--- src/hdl/fbpa_pkg.sv ---
// ============================================================================
// fbpa_pkg
// Shared types, codes and stream layout for the fixed block pool allocator.
// ============================================================================
`default_nettype none

package fbpa_pkg;

    // Pool geometry defaults
    localparam int POOL_DEPTH_DEF = 256;
    localparam int POOL_RST       = 256;

    // Register widths and reset values
    localparam int        BLK_SIZE_W   = 17;
    localparam int        POOL_REG_W   = 9;
    localparam logic [16:0] BLK_SIZE_RST = 17'd2048;

    // Field widths
    localparam int REL_W    = 8;
    localparam int BLK_W    = 8;
    localparam int OFF_W    = 24;
    localparam int CNT_OUT_W = 9;
    localparam int FAIL_W   = 32;

    localparam logic [OFF_W-1:0]  OFFSET_MAX = 24'hFF_FFFF;
    localparam logic [FAIL_W-1:0] FAIL_MAX   = 32'hFFFF_FFFF;

    // Configuration port
    localparam int APB_ADDR_W = 3;
    localparam int APB_DATA_W = 32;

    // Result tdata layout, lowest bit first
    localparam int OUT_BLK_LO  = 0;
    localparam int OUT_OFF_LO  = OUT_BLK_LO + BLK_W;
    localparam int OUT_FREE_LO = OUT_OFF_LO + OFF_W;
    localparam int OUT_USED_LO = OUT_FREE_LO + CNT_OUT_W;
    localparam int OUT_PEAK_LO = OUT_USED_LO + CNT_OUT_W;
    localparam int OUT_FAIL_LO = OUT_PEAK_LO + CNT_OUT_W;
    localparam int OUT_BITS    = OUT_FAIL_LO + FAIL_W;
    localparam int OUT_TDATA_W = ((OUT_BITS + 7) / 8) * 8;

    typedef enum logic [0:0] {
        REG_BLOCK_SIZE = 1'b0,
        REG_POOL_SIZE  = 1'b1
    } t_reg;

    typedef enum logic [0:0] {
        OP_ACQUIRE = 1'b0,
        OP_RELEASE = 1'b1
    } t_op;

    typedef enum logic [1:0] {
        STS_GRANTED  = 2'd0,
        STS_EMPTY    = 2'd1,
        STS_RELEASED = 2'd2,
        STS_IGNORED  = 2'd3
    } t_status;

    typedef enum logic [1:0] {
        S_CLEAR = 2'd0,
        S_IDLE  = 2'd1,
        S_EXEC  = 2'd2
    } t_state;

endpackage

`default_nettype wire

--- src/hdl/fixed_block_pool_allocator_core.sv ---
// ============================================================================
// fixed_block_pool_allocator_core
// Free-index stack allocator for a pool of equal-size blocks, with busy marks,
// in-use statistics and a saturating failure count.
// ============================================================================
// Flow: a request accepted in IDLE executes in EXEC, then moves through the
//   middle stage into the output register once that register is free.
// Issue: s_axis_tready is low in EXEC, as the read and write-back of the
//   free-stack and busy-mark memories (one port pair each) span IDLE and EXEC.
// Reset: synchronous, active low. After reset, and after every pool-size write,
//   a clearing pass over all POOL_DEPTH entries zeroes the busy marks;
//   s_axis_tready stays low until it ends. Configuration writes are taken throughout.
`default_nettype none

module fixed_block_pool_allocator_core #(
    parameter int POOL_DEPTH = fbpa_pkg::POOL_DEPTH_DEF
) (
    input  wire logic                               i_clk,
    input  wire logic                               i_rst_n,
    // Request stream
    input  wire logic                               s_axis_tvalid,
    output logic                                    s_axis_tready,
    input  wire logic [fbpa_pkg::REL_W-1:0]         s_axis_tdata,   // [7:0] release_block
    input  wire logic                               s_axis_tuser,   // [0] operation
    // Result stream
    output logic                                    m_axis_tvalid,
    input  wire logic                               m_axis_tready,
    // [7:0] granted_block, [31:8] granted_offset, [40:32] free_count,
    // [49:41] used_count, [58:50] peak_used, [90:59] failures, [95:91] zero
    output logic [fbpa_pkg::OUT_TDATA_W-1:0]        m_axis_tdata,
    output logic [1:0]                              m_axis_tuser,   // [1:0] status
    // Configuration port
    input  wire logic                               psel,
    input  wire logic                               penable,
    input  wire logic                               pwrite,
    input  wire logic [fbpa_pkg::APB_ADDR_W-1:0]    paddr,
    input  wire logic [fbpa_pkg::APB_DATA_W-1:0]    pwdata,
    output logic [fbpa_pkg::APB_DATA_W-1:0]         prdata,
    output logic                                    pready
);

    // ------------------------------------------------------------------
    // Derived widths
    // ------------------------------------------------------------------
    localparam int IDX_W  = $clog2(POOL_DEPTH);
    localparam int CNT_W  = $clog2(POOL_DEPTH + 1);
    localparam int CMP_W  = (CNT_W > fbpa_pkg::POOL_REG_W) ? CNT_W : fbpa_pkg::POOL_REG_W;
    localparam int PROD_W = IDX_W + fbpa_pkg::BLK_SIZE_W;
    localparam int MUL_W  = (PROD_W > fbpa_pkg::OFF_W) ? PROD_W : fbpa_pkg::OFF_W + 1;
    localparam int N_RST  = (POOL_DEPTH < fbpa_pkg::POOL_RST) ? POOL_DEPTH : fbpa_pkg::POOL_RST;
    localparam int PAD_W  = fbpa_pkg::OUT_TDATA_W - fbpa_pkg::OUT_BITS;

    // ------------------------------------------------------------------
    // Memories: free-index stack and busy marks
    // ------------------------------------------------------------------
    logic [IDX_W-1:0] stack_mem [POOL_DEPTH];
    logic             busy_mem  [POOL_DEPTH];

    // ------------------------------------------------------------------
    // Registers
    // ------------------------------------------------------------------
    fbpa_pkg::t_state r_state, n_state;
    logic [IDX_W-1:0]               r_clr;
    logic [fbpa_pkg::BLK_SIZE_W-1:0] r_blk_size;
    logic [CNT_W-1:0]               r_n, r_top, n_top, r_low, n_low, r_peak, n_peak;
    logic [fbpa_pkg::FAIL_W-1:0]    r_fail, n_fail;
    logic                           r_op;
    logic [fbpa_pkg::REL_W-1:0]     r_rel;
    logic [IDX_W-1:0]               r_stk_q;
    logic                           r_busy_q;

    // Result staging: a middle stage ahead of the multiplier, then the output
    logic                           r_mid_vld;
    fbpa_pkg::t_status              r_mid_sts, n_mid_sts;
    logic [IDX_W-1:0]               r_mid_blk, n_mid_blk;
    logic [fbpa_pkg::CNT_OUT_W-1:0] r_mid_free, r_mid_used, r_mid_peak;
    logic [fbpa_pkg::FAIL_W-1:0]    r_mid_fail;

    logic                           r_out_vld;
    fbpa_pkg::t_status              r_out_sts;
    logic [fbpa_pkg::BLK_W-1:0]     r_out_blk;
    logic [fbpa_pkg::OFF_W-1:0]     r_out_off;
    logic [fbpa_pkg::CNT_OUT_W-1:0] r_out_free, r_out_used, r_out_peak;
    logic [fbpa_pkg::FAIL_W-1:0]    r_out_fail;

    // ------------------------------------------------------------------
    // Configuration port
    // ------------------------------------------------------------------
    logic             cfg_wr;
    logic             cfg_pool_wr;
    logic [CMP_W-1:0] pool_req;
    logic [CNT_W-1:0] pool_new;

    assign pready      = 1'b1;
    assign cfg_wr      = psel && penable && pwrite;
    assign cfg_pool_wr = cfg_wr && (paddr[2] == fbpa_pkg::REG_POOL_SIZE);

    // Clamp the requested pool size into 1..POOL_DEPTH
    always_comb begin
        pool_req = CMP_W'(pwdata[fbpa_pkg::POOL_REG_W-1:0]);
        if (pool_req == '0) begin
            pool_new = CNT_W'(1);
        end else if (pool_req > CMP_W'(POOL_DEPTH)) begin
            pool_new = CNT_W'(POOL_DEPTH);
        end else begin
            pool_new = pool_req[CNT_W-1:0];
        end
    end

    always_comb begin
        if (paddr[2] == fbpa_pkg::REG_POOL_SIZE) begin
            prdata = fbpa_pkg::APB_DATA_W'(r_n);
        end else begin
            prdata = fbpa_pkg::APB_DATA_W'(r_blk_size);
        end
    end

    // ------------------------------------------------------------------
    // Control FSM
    // ------------------------------------------------------------------
    logic mid_adv;
    logic acc;
    logic clr_en;
    logic exec_en;

    // Middle stage moves on whenever the output register is free or drained
    assign mid_adv = r_mid_vld && (!r_out_vld || m_axis_tready);
    assign acc     = s_axis_tvalid && s_axis_tready;

    always_comb begin
        n_state = r_state;
        case (r_state)
            fbpa_pkg::S_CLEAR: begin
                if (r_clr == IDX_W'(POOL_DEPTH - 1)) begin
                    n_state = fbpa_pkg::S_IDLE;
                end
            end
            fbpa_pkg::S_IDLE: begin
                if (acc) begin
                    n_state = fbpa_pkg::S_EXEC;
                end
            end
            fbpa_pkg::S_EXEC: begin
                n_state = fbpa_pkg::S_IDLE;
            end
            default: begin
                n_state = fbpa_pkg::S_CLEAR;
            end
        endcase
        // A new pool size restarts the clearing pass
        if (cfg_pool_wr) begin
            n_state = fbpa_pkg::S_CLEAR;
        end
    end

    always_comb begin
        s_axis_tready = 1'b0;
        clr_en        = 1'b0;
        exec_en       = 1'b0;
        case (r_state)
            fbpa_pkg::S_CLEAR: begin
                clr_en = 1'b1;
            end
            fbpa_pkg::S_IDLE: begin
                s_axis_tready = !r_mid_vld || mid_adv;
            end
            fbpa_pkg::S_EXEC: begin
                exec_en = 1'b1;
            end
            default: begin
                clr_en = 1'b0;
            end
        endcase
    end

    // ------------------------------------------------------------------
    // Memory read addresses (issued on accept)
    // ------------------------------------------------------------------
    logic [CNT_W-1:0] top_m1;
    logic [CMP_W-1:0] in_rel_w;
    logic [CMP_W-1:0] rel_w;
    logic [IDX_W-1:0] rel_idx;

    assign top_m1   = r_top - CNT_W'(1);
    assign in_rel_w = CMP_W'(s_axis_tdata);
    assign rel_w    = CMP_W'(r_rel);
    assign rel_idx  = rel_w[IDX_W-1:0];

    // ------------------------------------------------------------------
    // Execute: read-modify-write on stack and marks
    // ------------------------------------------------------------------
    logic             virgin;
    logic [CNT_W-1:0] virgin_val;
    logic [IDX_W-1:0] pop_blk;
    logic             rel_ok;
    logic [CNT_W-1:0] used_new;
    logic             stk_we;
    logic             busy_we;
    logic [IDX_W-1:0] busy_waddr;
    logic             busy_wdata;

    // Entries below the low-water mark were never written since init:
    // they count as holding their initial value n-1-pos, computed here.
    assign virgin     = top_m1 < r_low;
    assign virgin_val = r_n - CNT_W'(1) - top_m1;
    assign pop_blk    = virgin ? virgin_val[IDX_W-1:0] : r_stk_q;
    assign rel_ok     = (rel_w < CMP_W'(r_n)) && r_busy_q && (r_top < CNT_W'(POOL_DEPTH));

    always_comb begin
        n_top      = r_top;
        n_low      = r_low;
        n_peak     = r_peak;
        n_fail     = r_fail;
        n_mid_sts  = fbpa_pkg::STS_IGNORED;
        n_mid_blk  = '0;
        used_new   = r_n - r_top;
        stk_we     = 1'b0;
        busy_we    = 1'b0;
        busy_waddr = r_clr;
        busy_wdata = 1'b0;
        if (clr_en) begin
            busy_we = 1'b1;
        end else if (exec_en) begin
            if (r_op == fbpa_pkg::OP_ACQUIRE) begin
                if (r_top == '0) begin
                    n_mid_sts = fbpa_pkg::STS_EMPTY;
                    if (r_fail != fbpa_pkg::FAIL_MAX) begin
                        n_fail = r_fail + fbpa_pkg::FAIL_W'(1);
                    end
                end else begin
                    n_mid_sts  = fbpa_pkg::STS_GRANTED;
                    n_mid_blk  = pop_blk;
                    n_top      = top_m1;
                    busy_we    = 1'b1;
                    busy_waddr = pop_blk;
                    busy_wdata = 1'b1;
                    used_new   = r_n - top_m1;
                    if (top_m1 < r_low) begin
                        n_low = top_m1;
                    end
                    if (used_new > r_peak) begin
                        n_peak = used_new;
                    end
                end
            end else begin
                if (rel_ok) begin
                    n_mid_sts  = fbpa_pkg::STS_RELEASED;
                    n_top      = r_top + CNT_W'(1);
                    used_new   = r_n - n_top;
                    stk_we     = 1'b1;
                    busy_we    = 1'b1;
                    busy_waddr = rel_idx;
                    busy_wdata = 1'b0;
                end
            end
        end
    end

    // Memory ports: registered reads, single write each
    always_ff @(posedge i_clk) begin
        if (acc) begin
            r_stk_q  <= stack_mem[top_m1[IDX_W-1:0]];
            r_busy_q <= busy_mem[in_rel_w[IDX_W-1:0]];
        end
        if (stk_we) begin
            stack_mem[r_top[IDX_W-1:0]] <= rel_idx;
        end
        if (busy_we) begin
            busy_mem[busy_waddr] <= busy_wdata;
        end
    end

    // ------------------------------------------------------------------
    // Control and statistics registers
    // ------------------------------------------------------------------
    always_ff @(posedge i_clk) begin
        if (!i_rst_n) begin
            r_state    <= fbpa_pkg::S_CLEAR;
            r_clr      <= '0;
            r_blk_size <= fbpa_pkg::BLK_SIZE_RST;
            r_n        <= CNT_W'(N_RST);
            r_top      <= CNT_W'(N_RST);
            r_low      <= CNT_W'(N_RST);
            r_peak     <= '0;
            r_fail     <= '0;
            r_mid_vld  <= 1'b0;
            r_out_vld  <= 1'b0;
        end else begin
            r_state <= n_state;
            if (cfg_pool_wr) begin
                r_clr <= '0;
            end else if (clr_en) begin
                r_clr <= r_clr + IDX_W'(1);
            end
            if (cfg_wr && (paddr[2] == fbpa_pkg::REG_BLOCK_SIZE)) begin
                r_blk_size <= pwdata[fbpa_pkg::BLK_SIZE_W-1:0];
            end
            // Re-initialise the pool on a size write
            if (cfg_pool_wr) begin
                r_n    <= pool_new;
                r_top  <= pool_new;
                r_low  <= pool_new;
                r_peak <= '0;
                r_fail <= '0;
            end else begin
                r_top  <= n_top;
                r_low  <= n_low;
                r_peak <= n_peak;
                r_fail <= n_fail;
            end
            if (exec_en) begin
                r_mid_vld <= 1'b1;
            end else if (mid_adv) begin
                r_mid_vld <= 1'b0;
            end
            if (mid_adv) begin
                r_out_vld <= 1'b1;
            end else if (m_axis_tready) begin
                r_out_vld <= 1'b0;
            end
        end
    end

    // Request capture
    always_ff @(posedge i_clk) begin
        if (acc) begin
            r_op  <= s_axis_tuser;
            r_rel <= s_axis_tdata;
        end
    end

    // Middle stage: hold post-step counts and the granted index
    always_ff @(posedge i_clk) begin
        if (exec_en) begin
            r_mid_sts  <= n_mid_sts;
            r_mid_blk  <= n_mid_blk;
            r_mid_free <= fbpa_pkg::CNT_OUT_W'(n_top);
            r_mid_used <= fbpa_pkg::CNT_OUT_W'(used_new);
            r_mid_peak <= fbpa_pkg::CNT_OUT_W'(n_peak);
            r_mid_fail <= n_fail;
        end
    end

    // ------------------------------------------------------------------
    // Offset multiply and saturate into the output register
    // ------------------------------------------------------------------
    logic [MUL_W-1:0] prod;

    assign prod = MUL_W'(r_mid_blk) * MUL_W'(r_blk_size);

    always_ff @(posedge i_clk) begin
        if (mid_adv) begin
            r_out_sts  <= r_mid_sts;
            r_out_blk  <= fbpa_pkg::BLK_W'(r_mid_blk);
            if (prod > MUL_W'(fbpa_pkg::OFFSET_MAX)) begin
                r_out_off <= fbpa_pkg::OFFSET_MAX;
            end else begin
                r_out_off <= prod[fbpa_pkg::OFF_W-1:0];
            end
            r_out_free <= r_mid_free;
            r_out_used <= r_mid_used;
            r_out_peak <= r_mid_peak;
            r_out_fail <= r_mid_fail;
        end
    end

    assign m_axis_tvalid = r_out_vld;
    assign m_axis_tuser  = r_out_sts;
    assign m_axis_tdata  = {{PAD_W{1'b0}}, r_out_fail, r_out_peak, r_out_used,
                            r_out_free, r_out_off, r_out_blk};

endmodule

`default_nettype wire

--- config.mk ---
export PLATFORM = sky130hd
export DESIGN_NAME = fixed_block_pool_allocator_core
export DESIGN_NICKNAME = d
export VERILOG_FILES = /design/src/hdl/fbpa_pkg.sv /design/src/hdl/fixed_block_pool_allocator_core.sv
export SDC_FILE = /design/constraint.sdc
export NUM_CORES = 2
export LEC_CHECK = 0
export BUFFER_PORTS_ARGS = -buffer_cell sky130_fd_sc_hd__buf_4
export CAP_MARGIN = 25
export CORE_MARGIN = 1.5
export CORE_UTILIZATION = 35
export DETAILED_ROUTE_END_ITERATION = 7
export GPL_TIMING_DRIVEN = 0
export PLACE_DENSITY = 0.54
export SYNTH_ARGS = -nofsm -noshare
export SYNTH_HDL_FRONTEND = slang
export SYNTH_SLANG_ARGS = --single-unit
--- constraint.sdc ---
create_clock -name i_clk -period 15.2 [get_ports i_clk]
set_input_delay 1.52 -clock i_clk [delete_from_list [all_inputs] [get_ports i_clk]]
set_output_delay 1.52 -clock i_clk [all_outputs]
set_load 0.02 [all_outputs]
---- After elaboration in Yosys (flattened, before gate mapping) ----
Memories as Yosys holds them, arrays and structs flattened. A register that Yosys moved wholly into a read port is not among the register bits.
Index checks and enable logic that the tools add are counted.
operators by class
  add/sub/neg operators ................... 9
  multipliers ............................. 1
  $lt $le $gt $ge ......................... 6
  eq/ne operators ......................... 9
  muxes and demuxes ....................... 63
  bitwise operators ....................... 2
  reduce and logical (&&, ||, !) cells .... 23
operator list
  kind                                                                                count
  9-bit 2-to-1 mux                                                                    23
  32-bit 2-to-1 mux                                                                   5
  8-bit 2-to-1 mux                                                                    6
  32-bit by 1-bit adder with 32-bit output (second input constant)                    1
  32-bit inequality test (second input constant)                                      1
  9-bit subtractor                                                                    3
  25-bit by 24-bit greater-than comparator with 1-bit output (second input constant)  1
  8-bit by 17-bit multiplier with 25-bit output                                       1
  1-bit 2-to-1 mux                                                                    24
  9-bit logical NOT                                                                   2
  17-bit 2-to-1 mux                                                                   1
  9-bit by 1-bit adder with 9-bit output (second input constant)                      1
  9-bit greater-than comparator                                                       1
  9-bit greater-than comparator (second input constant)                               1
  8-bit by 9-bit less-than comparator with 1-bit output                               1
  9-bit less-than comparator                                                          1
  9-bit less-than comparator (second input constant)                                  1
  9-bit by 1-bit subtractor with 9-bit output (second input constant)                 1
  8-bit by 1-bit adder with 8-bit output (second input constant)                      1
  8-bit == test (second input constant)                                               1
  1-bit logical AND                                                                   8
  2-bit inequality test (second input constant)                                       4
  2-bit nonzero test                                                                  4
  8-bit by 1-bit subtractor with 8-bit output (second input constant)                 1
  14 further kinds                                                                    19
storage, ports and cells
  register bits ........................... 268
  RAM bits ................................ 2304
  input port bits ......................... 51
  output and inout port bits .............. 133
  word-level logic and storage cells ...... 140
  memories kept ........................... 2
memories
  name       words  bits a word  read ports  clocked after Yosys merged registers in  write ports  RTL line                               text
  stack_mem  256    8            1           1                                        1            fixed_block_pool_allocator_core.sv:56  logic [IDX_W-1:0] stack_mem [POOL_DEPTH];
  busy_mem   256    1            1           1                                        1            fixed_block_pool_allocator_core.sv:57  logic busy_mem [POOL_DEPTH];

---- Depth between registers and ports, before layout ----
  depth after elaboration ................. 9
  gate-level depth with buffers ........... 25
  gate-level depth less buffers ........... 18

---- Worst setup path after synthesis ----
No wires, ideal clock.
  path kind ............................... register to register
  from .................................... register r_rel[4] in the netlist's numbering
  to ...................................... memory stack_mem[193][0] in the netlist's numbering (enable)
  setup time .............................. 0.383 ns
  arrival ................................. 5.981 ns
  data required time ...................... 14.817 ns
  slack ................................... 8.836 ns
  stages on the path, launching flop included .. 9
  path buffers ............................ 1
  period minus slack after synthesis ...... 6.364 ns
  path through ............................ edfxtp_1 -> ha_1 -> and2_1 -> o21ai_0 -> o221a_2 -> nand2_1 -> clkbuf_1 -> or4_1 -> nor3_1
between the ends
  cells in the longest elaborated chain, start to end .. 9
ends and longest elaborated chain
  what                                                   RTL line                                text
  from (decl)                                            fixed_block_pool_allocator_core.sv:68   logic [fbpa_pkg::REL_W-1:0] r_rel;
  from (signal assigned)                                 fixed_block_pool_allocator_core.sv:328  r_rel <= s_axis_tdata;
  8-bit by 9-bit less-than comparator with 1-bit output  fixed_block_pool_allocator_core.sv:207  assign rel_ok = (rel_w < CMP_W'(r_n)) && r_busy_q && (r_top < CNT_W'(POOL_DEPTH));
  1-bit logical AND (2 in series)                        fixed_block_pool_allocator_core.sv:207
  1-bit 2-to-1 mux                                       fixed_block_pool_allocator_core.sv:246  if (rel_ok) begin
  1-bit 2-to-1 mux                                       fixed_block_pool_allocator_core.sv:224  if (r_op == fbpa_pkg::OP_ACQUIRE) begin
  1-bit 2-to-1 mux                                       fixed_block_pool_allocator_core.sv:223  end else if (exec_en) begin
  1-bit 2-to-1 mux                                       fixed_block_pool_allocator_core.sv:221  if (clr_en) begin
  1-bit 2-to-1 mux                                       fixed_block_pool_allocator_core.sv:265  if (stk_we) begin
  1-bit 2-to-1 mux (not written as such)                 fixed_block_pool_allocator_core.sv:266  stack_mem[r_top[IDX_W-1:0]] <= rel_idx;
  to (decl)                                              fixed_block_pool_allocator_core.sv:56
Every way passes these cells.

---- Worst setup path after layout ----
  from .................................... register r_top[0]
  to ...................................... memory busy_mem[238] (enable)
between the ends
  cells in the longest elaborated chain, start to end .. 8
  elaborated cells on any way between the ends .. 19
  those cells by class .................... add/sub: 2; order compare: 2; mux: 13; reduce/logical: 2
ends and longest elaborated chain
  what                                                                                                 RTL line                                text
  from (decl)                                                                                          fixed_block_pool_allocator_core.sv:65   logic [CNT_W-1:0] r_n, r_top, n_top, r_low, n_low, r_peak, n_peak;
  from (signal assigned)                                                                               fixed_block_pool_allocator_core.sv:282  r_top <= CNT_W'(N_RST);
  from (signal assigned)                                                                               fixed_block_pool_allocator_core.sv:301  r_top <= pool_new;
  from (signal assigned)                                                                               fixed_block_pool_allocator_core.sv:306  r_top <= n_top;
  parallel branches: the longest is 8 deep, another holds 9-bit by 1-bit subtractor with 9-bit output  -
  to (decl)                                                                                            fixed_block_pool_allocator_core.sv:57
Several ways; the timed one is not identified.

==> metrics <==
placement row count=202; initial antenna violation count=11; most frequent cells in the layout=edfxtp_1, mux4_2, nor2_1; first-pass GRT wire length=425 mm; #FFs+latches synth=2581; dpl cells=between 9000 and 10000; CP most frequent cell=clkbuf_1; crit path max-delay cell type=clkbuf_1; RSZ-0062 raised after global routing=false; min cycle time layout=10020 ps; WP data required=15730 ps; Worst Path Buf+Inv=11; Achievable Freq=99.8 MHz; endpoint type of the worst setup path=register; maximum vdd drop=0.0773 mV; area leader, netlist=edfxtp_1; CTS Buffer Depth=4; cells resized by post-CTS repair=0; Avg Cell Area, Syn=19.0 sq um; Detail Placement HPWL=about 210 mm; synth-to-layout area growth=17.6%; post-route DRC violation count=0; largest net degree at the start of global routing=142; grt total ovfl=0; Antenna Violating Nets Remaining=0; total global routing track utilization=19.3%; Tot Pwr=14.7 mW; CP max stage delay=790 ps; TritonCTS clock tree=built; slew margin rel.=23.5%; Startpoint Class=register; Hold/Removal Path Class=register to register; fin crit share=roughly 66%; Avg WL per Cell=28.9 um; vias in the first global route=56711; RePlAce Congestion=0.863; total CTS buffers=278; CP Class=register to register; setup bufs post-CTS=0; Final Hold Viols=0; Yosys top cell area share=69.9%; chain of cells forming the critical path=buf_2 -> clkbuf_1 -> buf_2 -> clkbuf_2 -> inv_1 -> ha_1 -> clkbuf_1 -> clkbuf_1 -> buf_1 -> inv_1 -> ha_1 -> a2111oi_0 -> o211ai_1 -> clkbuf_1 -> mux2i_1 -> a221oi_1 -> nor3_1 -> nand3_1 -> buf_2 -> nor2_1; DR vias/cell=between 5 and 6; Die X=between 500 and 600 um; Cell Area, Placed=roughly 0.12 sq mm; Slew Limit Fails=0; leakage power=39.1 nW; Min Hold Slack=410 ps; Crit path max-delay family=buffers and inverters; Hold-fix buffers, CTS=0; Port Buffers=approximately 140; drt initial violations=6450; Synth Instances=5609; TNS Setup=0 ps; register area share after synthesis=71.7%; design area=about 0.13 sq mm; CP arrival=between 10000 and 15000 ps; status=finished, final reports clean; Filler cells=26710; Worst-Skew Late Latency=slightly below 900 ps; die area=0.308 sq mm; Post-Layout Cell Count=approximately 10000; TritonRoute pass-1 iters=7; CTS H-Tree Depth=5; drt total wl=301 mm; Finish-stage setup viols=0; EDFF count, synth=2484; Async SR Flop Fraction=0%; pwr dens=117 mW/mm^2; Yosys warnings=0; library cells used by synthesis=77; worst slew pin tran=1140 ps; Cell Area, Synth=0.107 sq mm; most common cell after layout, fill and taps aside=edfxtp_1; num ports=184; share of cells above drive strength 1=between 20 and 25%; Main synth FF type=edfxtp_1; Crit Path Max Fanout=10; Clock transition at path regs=60 ps; Core Region=0.303 sq mm; initial core utilization=35.2%; dominant cells by area after synthesis=edfxtp_1, mux4_2, nor2_1; maxcap violations=0; Root Driver=clkbuf_16; die height=555 um; clk_skew=77.9 ps; vias=56608; fin nets=6483; CTS Sinks=2581
[layer usage]
metal  global-route usage (%)  vias to the layer above  routed length [um]
li1                         -                    23552                   -
met1                     26.9                    30359              127000
met2                     31.0                     2283              143000
met3                     3.45                      412               22400
met4                     5.27                        2                8310
met5                        0                        -                  11
[registers in the layout, indices dropped and copies added, names as in the netlist, 17 cells and up]
signal      cells
busy_mem      256
r_blk_size     17
r_fail         32
r_mid_fail     32
r_out_fail     32
r_out_off      24
stack_mem    2048
[Yosys cell counts, types with 5 or more instances]
cell      number
and4_1         6
mux2_2        18
nand2b_1      13
edfxtp_1    2484
xnor2_1       65
nor3_1        39
buf_1         51
nand2_1      186
and2_1       124
and3_1        15
a211oi_1       6
inv_1        171
o21ai_0       30
buf_4         22
a21o_1        15
o221ai_1      12
clkbuf_1     204
o22ai_1        5
or3_1          6
nor2_1       595
mux2i_1        7
a21oi_1       52
nand3b_1       6
o211ai_1      14
xor2_1        28
a21boi_0      32
or2_2          7
a31oi_1       10
buf_2         44
nand4_1       22
o21a_1        15
a221oi_1      20
o31ai_1        5
nor4_1         7
o21bai_1       5
fa_1          94
a22oi_1       53
ha_1         100
nand3_1       65
dfxtp_1       97
a22o_1        18
mux4_2       722
nor2b_1       65
[where the power goes]
part	total (mW)	leakage [nW]	switching (mW)	internal (mW)
clock	6.54	4.21	2.80	3.74
sequential	7.69	22.6	0.00525	7.68
combinational	0.499	12.3	0.309	0.190
total	14.7	39.1	3.12	11.6
[kinds of logic after synthesis]
family / synth area share, %
XOR/XNOR: 0.763
adder cells (fa/ha/maj): 2.94
AND/OR/NAND/NOR: 4.97
multiplexers: 15.5
AO/OA/AOI/OAI: 2.18
buffers and inverters: 1.92
flip-flops: 71.7
other: 0.00704
[through the flow]
| stage | util, % | setup WS (ps) |
|---|---|---|
| 6_report | 41.4 | 5180 |
| 5_1_grt | 41.4 | 4820 |
| 4_1_cts | 41.3 | 5240 |
| 3_5_place_dp | 38.5 | 5240 |
| 3_3_place_gp | 37.2 | 2630 |
| 2_1_floorplan | - | 8840 |
[area by class of cell]
| cell class | instances | area [sq um] | share of cell area (%) |
|---|---|---|---|
| flip-flops and latches | 2581 | 76500 | 61.0 |
| multi-input cells | 2546 | 28200 | 22.5 |
| repair buffers | 330 | 5030 | 4.01 |
| plain buffers | 327 | 1430 | 1.14 |
| diodes | 1 | 2.50 | 0.00199 |
| well taps | 3978 | 4980 | 3.97 |
| clock inverters | 138 | 1270 | 1.02 |
| clock buffers | 344 | 7360 | 5.87 |
| inverters | 174 | 653 | 0.520 |
[worst reg2reg max path, stage by stage, from the launching register on]
cell and delay [ps]:
dfxtp_1 440, buf_2 480, clkbuf_1 490, buf_2 510, clkbuf_2 670, inv_1 340
ha_1 730, clkbuf_1 560, clkbuf_1 790, buf_1 610, inv_1 290, ha_1 350
a2111oi_0 80, o211ai_1 590, clkbuf_1 430, mux2i_1 560, a221oi_1 210, nor3_1 670
nand3_1 460, buf_2 330, nor2_1 140
[worst paths after layout]
| path | startpoint | to | slack, ps | cells after the start |
|---|---|---|---|---|
| setup / recovery | r_top[0]$_SDFF_PN0_ | busy_mem[238]$_DFFE_PP_ | 5180 | 20 |
| hold / removal | r_mid_fail[13]$_DFFE_PP_ | r_out_fail[13]$_DFFE_PP_ | 410 | 0 |
| setup reg to reg | r_top[0]$_SDFF_PN0_ | busy_mem[238]$_DFFE_PP_ | 5180 | 20 |
| hold reg to reg | r_mid_fail[13]$_DFFE_PP_ | r_out_fail[13]$_DFFE_PP_ | 410 | 0 |
Note: power is estimated with default switching activity, not from simulation.
